<file path="src/sv/nak_loss_list_membership_macros.svh">
// Assertion macros for the loss list RTL.
`ifndef NAK_LOSS_LIST_MEMBERSHIP_MACROS_SVH
`define NAK_LOSS_LIST_MEMBERSHIP_MACROS_SVH

// Same-cycle implication, sampled on clk, off during reset.
`define NLL_ASSERT_IMP(lbl, ante, cons, msg) \
    lbl: assert property (@(posedge clk) disable iff (!rst_n) (ante) |-> (cons)) else $error(msg);

// Next-cycle implication, sampled on clk, off during reset.
`define NLL_ASSERT_NXT(lbl, ante, cons, msg) \
    lbl: assert property (@(posedge clk) disable iff (!rst_n) (ante) |=> (cons)) else $error(msg);

`endif

</file>
<file path="src/sv/nll_pkg.sv">
// Types, codes and sizes for the NAK loss list membership block.
package nll_pkg;

    localparam int MAX_WORDS = 64;
    localparam int ADDR_W    = $clog2(MAX_WORDS);
    localparam int COUNT_W   = $clog2(MAX_WORDS + 1);
    localparam int WORD_W    = 32;
    localparam int SEQ_W     = 31;

    localparam logic [2:0] CMD_CLEAR  = 3'd0;
    localparam logic [2:0] CMD_SINGLE = 3'd1;
    localparam logic [2:0] CMD_RANGE  = 3'd2;
    localparam logic [2:0] CMD_RAW    = 3'd3;
    localparam logic [2:0] CMD_QUERY  = 3'd4;

    localparam logic [1:0] STAT_OK    = 2'd0;
    localparam logic [1:0] STAT_FULL  = 2'd1;
    localparam logic [1:0] STAT_RANGE = 2'd2;

    typedef enum logic [1:0] {
        S_IDLE,
        S_SECOND,
        S_WALK
    } state_t;

    typedef struct packed {
        logic [2:0]        command;
        logic [WORD_W-1:0] value_a;
        logic [SEQ_W-1:0]  value_b;
    } req_item_t;

    typedef struct packed {
        logic               found;
        logic [1:0]         status;
        logic [COUNT_W-1:0] word_count;
    } rsp_item_t;

endpackage

</file>
<file path="src/sv/nll_if.sv">
// Valid/ready channels for command items and result items.
interface nll_req_if
    import nll_pkg::*;
();
    logic      valid;
    logic      ready;
    req_item_t data;

    modport source (output valid, output data, input ready);
    modport sink   (input valid, input data, output ready);
endinterface

interface nll_rsp_if
    import nll_pkg::*;
();
    logic      valid;
    logic      ready;
    rsp_item_t data;

    modport source (output valid, output data, input ready);
    modport sink   (input valid, input data, output ready);
endinterface

</file>
<file path="src/sv/nll_match.sv">
// Tests a query number against one stored word, as a range when it opens one.
module nll_match
    import nll_pkg::*;
(
    input  logic [WORD_W-1:0] word,
    input  logic [WORD_W-1:0] next_word,
    input  logic              has_next,
    input  logic [SEQ_W-1:0]  seq,
    output logic              hit
);

    logic [SEQ_W-1:0] lo;
    logic [SEQ_W-1:0] hi;
    logic             ge_lo;
    logic             le_hi;

    assign lo    = word[SEQ_W-1:0];
    assign hi    = next_word[SEQ_W-1:0];
    assign ge_lo = (seq >= lo);
    assign le_hi = (seq <= hi);

    always_comb
    begin
        if (word[WORD_W-1] && has_next)
        begin
            // a range whose first exceeds its last wraps past the top
            if (lo <= hi)
                hit = ge_lo && le_hi;
            else
                hit = ge_lo || le_hi;
        end
        else
        begin
            hit = (lo == seq);
        end
    end

endmodule

</file>
<file path="src/sv/nak_loss_list_membership.sv">
// NAK loss list membership: an ordered list of up to MAX_WORDS 32-bit loss
// words in one synchronous RAM, with clear, add single, add range, add raw and
// query commands, one result item per command item. Clear, add single, add raw
// and refused or out-of-range commands are answered from the idle state; add
// range writes its second word in a second state, since both of its words go
// through the single RAM write port. A query walks the stored words in order
// through the single RAM read port; a query on an empty list is answered from
// the idle state. A result waits in the output register and the next item is
// taken in the cycle that result leaves.
`include "nak_loss_list_membership_macros.svh"

module nak_loss_list_membership
    import nll_pkg::*;
(
    input  logic       clk,
    input  logic       rst_n,
    nll_req_if.sink    req,
    nll_rsp_if.source  rsp
);

    state_t             state_reg;
    state_t             state_next;
    logic [COUNT_W-1:0] count_reg;
    logic [COUNT_W-1:0] count_next;
    logic [COUNT_W-1:0] count_inc;
    logic [SEQ_W-1:0]   last_reg;
    logic [SEQ_W-1:0]   last_next;
    logic [SEQ_W-1:0]   seq_reg;
    logic [SEQ_W-1:0]   seq_next;
    logic [COUNT_W-1:0] rd_idx_reg;
    logic [COUNT_W-1:0] rd_idx_next;
    logic               rvalid_reg;
    logic               rvalid_next;
    logic [WORD_W-1:0]  prev_reg;
    logic [WORD_W-1:0]  prev_next;
    logic               have_prev_reg;
    logic               have_prev_next;
    logic               hit_reg;
    logic               hit_next;
    rsp_item_t          out_reg;
    rsp_item_t          out_next;
    logic               out_valid_reg;
    logic               out_valid_next;

    logic [WORD_W-1:0]  mem [MAX_WORDS];
    logic [WORD_W-1:0]  rd_data_reg;
    logic               mem_we;
    logic [ADDR_W-1:0]  mem_waddr;
    logic [WORD_W-1:0]  mem_wdata;
    logic               mem_re;
    logic [ADDR_W-1:0]  mem_raddr;

    logic               accept;
    logic               full_one;
    logic               full_two;
    logic               go_second;
    logic               go_walk;
    logic               issue;
    logic               walk_done;
    logic               match_hit;

    assign req.ready = (state_reg == S_IDLE) && (!out_valid_reg || rsp.ready);
    assign accept    = req.valid && req.ready;
    assign rsp.valid = out_valid_reg;
    assign rsp.data  = out_reg;

    assign count_inc = count_reg + COUNT_W'(1);
    assign full_one  = (count_reg == COUNT_W'(MAX_WORDS));
    assign full_two  = (count_reg > COUNT_W'(MAX_WORDS - 2));

    assign go_second = accept && (req.data.command == CMD_RANGE)
                       && !req.data.value_a[WORD_W-1] && !full_two;
    assign go_walk   = accept && (req.data.command == CMD_QUERY)
                       && !req.data.value_a[WORD_W-1] && (count_reg != '0);

    assign issue     = (state_reg == S_WALK) && (rd_idx_reg < count_reg);
    assign walk_done = (state_reg == S_WALK) && !rvalid_reg && !issue;

    // judge the held word once its successor is known, or alone at the end
    nll_match u_match (
        .word      (prev_reg),
        .next_word (rd_data_reg),
        .has_next  (rvalid_reg),
        .seq       (seq_reg),
        .hit       (match_hit)
    );

    always_comb
    begin
        state_next = state_reg;
        unique case (state_reg)
            S_IDLE:
            begin
                if (go_second)
                    state_next = S_SECOND;
                else if (go_walk)
                    state_next = S_WALK;
            end
            S_SECOND:
            begin
                state_next = S_IDLE;
            end
            S_WALK:
            begin
                if (walk_done)
                    state_next = S_IDLE;
            end
            default:
            begin
                state_next = S_IDLE;
            end
        endcase
    end

    always_comb
    begin
        count_next     = count_reg;
        last_next      = last_reg;
        seq_next       = seq_reg;
        rd_idx_next    = rd_idx_reg;
        rvalid_next    = 1'b0;
        prev_next      = prev_reg;
        have_prev_next = have_prev_reg;
        hit_next       = hit_reg;
        out_next       = out_reg;
        out_valid_next = out_valid_reg && !rsp.ready;
        mem_we         = 1'b0;
        mem_waddr      = count_reg[ADDR_W-1:0];
        mem_wdata      = req.data.value_a;
        mem_re         = 1'b0;
        mem_raddr      = rd_idx_reg[ADDR_W-1:0];

        unique case (state_reg)
            S_IDLE:
            begin
                if (accept)
                begin
                    out_next.found  = 1'b0;
                    out_next.status = STAT_OK;
                    out_valid_next  = 1'b1;
                    case (req.data.command)
                        CMD_CLEAR:
                        begin
                            count_next = '0;
                        end
                        CMD_SINGLE:
                        begin
                            if (req.data.value_a[WORD_W-1])
                                out_next.status = STAT_RANGE;
                            else if (full_one)
                                out_next.status = STAT_FULL;
                            else
                            begin
                                mem_we     = 1'b1;
                                count_next = count_inc;
                            end
                        end
                        CMD_RANGE:
                        begin
                            if (req.data.value_a[WORD_W-1])
                                out_next.status = STAT_RANGE;
                            else if (full_two)
                                out_next.status = STAT_FULL;
                            else
                            begin
                                // write the opening word now, the last next cycle
                                mem_we         = 1'b1;
                                mem_wdata      = {1'b1, req.data.value_a[SEQ_W-1:0]};
                                last_next      = req.data.value_b;
                                out_valid_next = 1'b0;
                            end
                        end
                        CMD_RAW:
                        begin
                            if (full_one)
                                out_next.status = STAT_FULL;
                            else
                            begin
                                mem_we     = 1'b1;
                                count_next = count_inc;
                            end
                        end
                        CMD_QUERY:
                        begin
                            if (req.data.value_a[WORD_W-1])
                                out_next.status = STAT_RANGE;
                            else if (count_reg != '0)
                            begin
                                seq_next       = req.data.value_a[SEQ_W-1:0];
                                rd_idx_next    = '0;
                                have_prev_next = 1'b0;
                                hit_next       = 1'b0;
                                out_valid_next = 1'b0;
                            end
                        end
                        default:
                        begin
                            out_next.status = STAT_RANGE;
                        end
                    endcase
                    out_next.word_count = count_next;
                end
            end
            S_SECOND:
            begin
                mem_we              = 1'b1;
                mem_waddr           = count_inc[ADDR_W-1:0];
                mem_wdata           = {1'b0, last_reg};
                count_next          = count_reg + COUNT_W'(2);
                out_next.found      = 1'b0;
                out_next.status     = STAT_OK;
                out_next.word_count = count_next;
                out_valid_next      = 1'b1;
            end
            S_WALK:
            begin
                if (issue)
                begin
                    mem_re      = 1'b1;
                    rd_idx_next = rd_idx_reg + COUNT_W'(1);
                end
                rvalid_next = issue;
                if (rvalid_reg)
                begin
                    if (have_prev_reg)
                        hit_next = hit_reg || match_hit;
                    prev_next      = rd_data_reg;
                    have_prev_next = 1'b1;
                end
                if (walk_done)
                begin
                    out_next.found      = hit_reg || match_hit;
                    out_next.status     = STAT_OK;
                    out_next.word_count = count_reg;
                    out_valid_next      = 1'b1;
                end
            end
            default:
            begin
                out_valid_next = 1'b0;
            end
        endcase
    end

    always_ff @(posedge clk)
    begin
        if (mem_we)
            mem[mem_waddr] <= mem_wdata;
        if (mem_re)
            rd_data_reg <= mem[mem_raddr];
    end

    always_ff @(posedge clk or negedge rst_n)
    begin
        if (!rst_n)
        begin
            state_reg     <= S_IDLE;
            count_reg     <= '0;
            rd_idx_reg    <= '0;
            rvalid_reg    <= 1'b0;
            have_prev_reg <= 1'b0;
            hit_reg       <= 1'b0;
            out_valid_reg <= 1'b0;
        end
        else
        begin
            state_reg     <= state_next;
            count_reg     <= count_next;
            rd_idx_reg    <= rd_idx_next;
            rvalid_reg    <= rvalid_next;
            have_prev_reg <= have_prev_next;
            hit_reg       <= hit_next;
            out_valid_reg <= out_valid_next;
        end
    end

    always_ff @(posedge clk)
    begin
        last_reg <= last_next;
        seq_reg  <= seq_next;
        prev_reg <= prev_next;
        out_reg  <= out_next;
    end

    `NLL_ASSERT_IMP(a_count_bound, 1'b1, count_reg <= COUNT_W'(MAX_WORDS), "word count past capacity")
    `NLL_ASSERT_IMP(a_walk_no_write, state_reg == S_WALK, !mem_we, "RAM write during query walk")
    `NLL_ASSERT_IMP(a_walk_index, state_reg == S_WALK, rd_idx_reg <= count_reg, "walk read past list end")
    `NLL_ASSERT_NXT(a_second_result, state_reg == S_SECOND, out_valid_reg, "range add gave no result")

endmodule
</file>
<file path="src/flat_wrapper.sv">
// flat-port wrapper written by rule: the top's interface ports become plain ports
module nak_loss_list_membership_flat import nll_pkg::*;
  (clk, rst_n, req_valid, req_data, req_ready, rsp_valid, rsp_data, rsp_ready);
  nll_req_if req_i ();
  nll_rsp_if rsp_i ();
  input  logic clk;
  input  logic rst_n;
  input wire logic [$bits(req_i.valid)-1:0] req_valid;
  input wire logic [$bits(req_i.data)-1:0] req_data;
  output wire logic [$bits(req_i.ready)-1:0] req_ready;
  output wire logic [$bits(rsp_i.valid)-1:0] rsp_valid;
  output wire logic [$bits(rsp_i.data)-1:0] rsp_data;
  input wire logic [$bits(rsp_i.ready)-1:0] rsp_ready;
  assign req_i.valid = req_valid;
  assign req_i.data = req_data;
  assign req_ready = req_i.ready;
  assign rsp_valid = rsp_i.valid;
  assign rsp_data = rsp_i.data;
  assign rsp_i.ready = rsp_ready;
  nak_loss_list_membership u_core (.clk(clk), .rst_n(rst_n), .req(req_i), .rsp(rsp_i));
endmodule
</file>
<file path="config.mk">
export PLATFORM = sky130hd
export DESIGN_NAME = nak_loss_list_membership_flat
export DESIGN_NICKNAME = d
export VERILOG_FILES = /design/src/sv/nll_pkg.sv /design/src/sv/nll_if.sv /design/src/sv/nll_match.sv /design/src/sv/nak_loss_list_membership.sv /design/src/flat_wrapper.sv
export VERILOG_INCLUDE_DIRS = /design/src /design/src/sv
export SDC_FILE = /design/constraint.sdc
export NUM_CORES = 2
export LEC_CHECK = 0
export BUFFER_PORTS_ARGS = -buffer_cell sky130_fd_sc_hd__buf_2
export CORE_MARGIN = 2
export CORE_UTILIZATION = 55
export CTS_CLUSTER_SIZE = 10
export DETAILED_ROUTE_END_ITERATION = 10
export HOLD_SLACK_MARGIN = 0.03
export PLACE_DENSITY = 0.69
export SYNTH_ARGS = -nofsm -noshare
export SYNTH_HDL_FRONTEND = slang
export SYNTH_HIERARCHICAL = 1
export SYNTH_SLANG_ARGS = --single-unit
export TNS_END_PERCENT = 5
</file>
<file path="constraint.sdc">
create_clock -name clk -period 6.6 [get_ports clk]
set_input_delay 0.33 -clock clk [delete_from_list [all_inputs] [get_ports clk]]
set_output_delay 0.33 -clock clk [all_outputs]
set_load 0.05 [all_outputs]
</file>
# Word-level counts from Yosys, hierarchy flattened
# Memories as Yosys holds them, arrays and structs flattened. A register that Yosys moved wholly into a read port is not among the register bits.
# Cells that the tools add are included.
[word_totals]
regBits = 124
latchBits = 0
mem_bits_rw = 2048
rom_bits = 0
in_bits = 70
wordCells = 140
n_memories = 1
[mem_list]
columns = ["name", "words", "width", "read_ports", "rd_ports_with_merged_regs", "wr", "line_no", "rtl"]
rows = [
  ["u_core.mem", 64, 32, 1, 1, 1, "nak_loss_list_membership.sv:45", "logic [WORD_W-1:0] mem [MAX_WORDS];"],
]
[op_classes]
n_addsub = 3
multipliers = 0
div_mod_pow = 0
n_lt_le_gt_ge = 5
n_eq_ne = 17
shifts = 0
muxes = 61
bitwise = 2
reduce_logical = 38
[op_table]
columns = ["cell", "count"]
rows = [
  ["$mux W32", 4],
  ["$pmux W32 S2", 1],
  ["$le A31 B31 Y1", 2],
  ["$mux W7", 8],
  ["$eq A31 B31 Y1", 1],
  ["$ge A31 B31 Y1", 1],
  ["$pmux W10 S3", 1],
  ["$pmux W7 S2", 2],
  ["$mux W1", 27],
  ["$pmux W7 S3", 1],
  ["$mux W10", 2],
  ["$add A7 B1 Y7 const B", 2],
  ["$logic_and A1 B1 Y1", 14],
  ["$mux W2", 6],
  ["$reduce_and A6 Y1", 2],
  ["$ne A2 B1 Y1 const B", 5],
  ["$pmux W2 S5", 1],
  ["$reduce_and A5 Y1", 2],
  ["$pmux W1 S2", 4],
  ["$add A7 B2 Y7 const B", 1],
  ["$eq A7 B7 Y1 const B", 1],
  ["$gt A7 B6 Y1 const B", 1],
  ["$lt A7 B7 Y1", 1],
  ["$reduce_and A7 Y1", 1],
  ["other kinds (20)", 35],
]

# Depth between registers and ports, before layout
[logic_depth]
word_depth = 10
depth_mapped = 11
ltp_nobuf = 11

# Hierarchy
# Netlist, hierarchy kept.
[by_module_without_submodules]
columns = ["module", "instances", "cells_each", "area_each_um2", "seq_area_each_um2"]
rows = [
  ["nak_loss_list_membership", 1, 3643, 83960.5, 66083.4],
  ["nll_match", 1, 298, 2267.2, 0.0],
]

# Worst setup path after synthesis
# Ideal clock, no wire load.
[synth_timing]
path_kind = "flip-flop to flip-flop"
startpoint = "register u_core.count_reg[1]"
endpoint = "memory u_core.mem[33][0] (enable)"
setup_time_ns = 0.502
arrival_time_ns = 5.221
required_time_ns = 6.098
setup_slack_ns = 0.877
stages_incl_launch_ff = 12
path_buffers = 3
synth_period_minus_slack_ns = 5.723
path_cell_list = "dfrtp_1 > clkbuf_1 > inv_1 > ha_1 > or4b_4 > nor2_1 > o21a_1 > a2111oi_4 > nor2_1 > buf_4 > buf_6 > nor4_1"
[synth_via]
elab_chain_cells = 8
elab_cells_between_ends = 13
[synth_rtl]
columns = ["element", "line_no", "rtl"]
rows = [
  ["start, declared", "nak_loss_list_membership.sv:23", "logic [COUNT_W-1:0] count_reg;"],
  ["start signal, assigned", "nak_loss_list_membership.sv:268", "count_reg <= count_next;"],
  ["$gt A7 B6 Y1 or $eq A7 B7 Y1 (tied branches)", "nak_loss_list_membership.sv:69, nak_loss_list_membership.sv:68", ""],
  ["$mux W1 (on tied branches)", "nak_loss_list_membership.sv:162, nak_loss_list_membership.sv:150, nak_loss_list_membership.sv:175", ""],
  ["$mux W1 (on tied branches)", "nak_loss_list_membership.sv:160, nak_loss_list_membership.sv:148", ""],
  ["$pmux W1 S3", "nak_loss_list_membership.sv:141", "case (req.data.command)"],
  ["$mux W1", "nak_loss_list_membership.sv:136", "if (accept)"],
  ["$pmux W1 S2", "nak_loss_list_membership.sv:133", "unique case (state_reg)"],
  ["$mux W1", "nak_loss_list_membership.sv:247", "if (mem_we)"],
  ["$mux W1 (implied by the code)", "nak_loss_list_membership.sv:248", "mem[mem_waddr] <= mem_wdata;"],
  ["end, declared", "nak_loss_list_membership.sv:45", ""],
]
# Several ways; a longest one is shown, not always the timed one.

# Worst setup path in the final report
[layout_timing]
startpoint = "register u_core.count_reg[2]"
endpoint = "memory u_core.mem[23][30] (enable)"
# The elaborated chain is that of the path after synthesis.

==> reports/results.ini <==
[run_status]
status=finished, final reports clean

[setup_path]
worstPathMaxFanout=32
startpoint_type=flop
path_class=reg -> reg
r2r_cells=5
cp-endpoint=u_core/mem[23][30]
crit_required_ns=7.07
r2r_setup_slack_ns=2.17
crit_arrival_ns=4.90
reg2reg_from=u_core/count_reg[2]
endpoint_kind=flop
r2r_end=u_core/mem[23][30]
crit_start=u_core/count_reg[2]

[yosys]
async_reset_ff_share_pct=0.907
synth.net_count=4120
synth_edf_count=2184
syn_avg_cell_area_um2=21.9
ys_top_cells_by_area=edfxtp_1 76%, mux4_2 14%, ha_1 1.6%
synth_area_um2=86200
ys_warn_count=6
syn_inst=3941
synthFlopType=edfxtp_1
netlist.area_leader.share_pct=76.1
synth_seq_area_share_pct=76.6
ys_ff_latch=2204
ys_types=74
yosys.area.top_type=edfxtp_1

[drt]
wire_per_inst_um=34.3
detail-route-antenna-nets=0
post-route-drc-count=0
routed_wl_um=219000
drt_pass1_iterations=5
vias_per_cell=6.78
num_vias=43300
first_iter_violations=6535

[clock_tree]
tritoncts=yes
cts-resized-gates=0
cts_setup_buffers=0
clk_pin_slew_ns=0.06
cts_max_level=4
postCtsHoldBufs=70
cts_buffer_depth=3
numClockSinks=2204
cts_made_buffers=240
root_buffer=clkbuf_16
insertion_delay_ns=0.87

[pwr]
leakagePower_nw=30.5
power.density_nw_per_um2=367
total_power_w=0.0357
ir_drop_v=0.000268

[sta]
min_period_over_period_pct=67.1
tns_ns=0
tightest_slew_ns=1.39
rsz0062_at_grt=false
setup_viol=0
whs_ns=0.126
drv_slew=0
final.setup_skew_ns=0.0489
hold_viol_final=0
relSlewSlack_pct=7.43
fin_crit_ns=4.43
fmaxAchievable_ghz=0.226

[cells_and_area]
syn_to_final_growth_pct=12.8
largest_reg_flops=2048
fin_area_um2=97300
multi_input_area_um2=19400
n_fill_cell=10400
layout-drive-gt1-share_pct=27.3
layout_common_cells=2184 x edfxtp_1, 541 x mux4_2, 243 x clkbuf_16
final_cells=6381
layout_commonest_cell=edfxtp_1
seq_area_um2=66100
nets=4453

[floorplanning]
core-area_um2=156000
start_util_pct=55.3
io_pins=82
fp.dieH_um=400
die_w_um=400
fp.dieArea_um2=160000
num_rows=145

[place]
dp_cells=6020
hpwlAfterDp_um=118000
gp_congestion=0.889
post_dp_cell_area_um2=90100
portBuffers=81

[global_routing]
grt_max_degree=128
grt_pass1_wl_um=311000
overflow=0
grt_usage_pct=27.7
grt_pass1_vias=42900
grt_antenna_before_repair=9

[hold_path]
hp-class=in -> reg

[job]
cap_viol_max_count=0

-- logic make-up after synthesis --
group	Yosys count	synth area share, %
AO/OA/AOI/OAI	494	4.30
buffers and inverters	302	1.49
AND/OR/NAND/NOR	270	1.62
multiplexers	550	14.2
XOR/XNOR	11	0.112
flip-flops	2204	76.6
adder cells (fa/ha/maj)	110	1.59
-- metal layers --
metal / wire length, µm / vias up / part of all wire, % / GRT usage, %
met2: 102000 / 2511 / 47 / 42.3
met5: 33 / - / 0.015 / 0
met3: 22800 / 294 / 10 / 5.07
li1: - / 17400 / - / -
met1: 87200 / 23000 / 40 / 41.4
met4: 6410 / 4 / 2.9 / 8.58
-- area by class of cell --
type                            instances  area share [%]
Inverter                               83           0.320
Sequential cell                      2204            68.0
Clock buffer                          273            6.39
Antenna cell                            1         0.00257
Multi-Input combinational cell       1435            19.9
Tap cell                             2058            2.65
Timing Repair Buffer                  310            2.52
Clock inverter                         17           0.262
-- power breakdown --
| part | internal [W] | switching, W |
|---|---|---|
| clock | 0.00653 | 0.00503 |
| sequential | 0.0161 | 0.000279 |
| combinational | 0.00319 | 0.00464 |
| total | 0.0258 | 0.00995 |
-- cells in the mapped netlist, types with 7 or more instances --
cell type     n
nand2b_1     10
o221ai_1     32
a211oi_1      7
edfxtp_1   2184
a21oi_1      56
nor4_1       23
a221oi_1     67
clkbuf_1    119
nor3_1       53
nand3_1      21
mux4_2      541
buf_4         7
o21ai_1      37
nor2b_1       8
buf_2        67
nand2_1      58
and2_1        7
a22o_1       96
ha_1        109
xnor2_1      11
a22oi_1      72
a31oi_1      37
o21ai_0      27
nand4_1      19
inv_1        82
nor2_1       50
dfrtp_1      20
a21o_1       13
buf_1        20
-- through the flow --
step / worst slack (ns) / util [%]
2_1_floorplan: 0.877 / -
3_3_place_gp: 2.32 / 57.7
3_5_place_dp: 2.24 / 57.7
4_1_cts: 2.26 / 62.3
5_1_grt: 1.97 / 62.3
6_report: 2.17 / 62.3
-- critical path: stages, from the launching register on --
cell	delay, ns
dfrtp_1	0.65
ha_1	0.45
nand3_1	0.19
xnor2_1	0.87
o2111ai_2	0.75
nor2_4	1.12
-- worst min-delay path by stage --
stage | startpoint | endpoint | slack, ns | cells after the start
2_1_floorplan | rst_n | u_core/count_reg[0] | 0.03 | 0
3_3_place_gp | rst_n | u_core/rsp.valid | 0.36 | 1
3_5_place_dp | rst_n | u_core/rsp.valid | 0.36 | 1
4_1_cts | rsp_ready | u_core/rsp.valid | 0.04 | 4
5_1_grt | rsp_ready | u_core/rsp.valid | 0.13 | 4
6_report | rsp_ready | u_core/rsp.valid | 0.13 | 4
(Power assumes the default switching activity.)
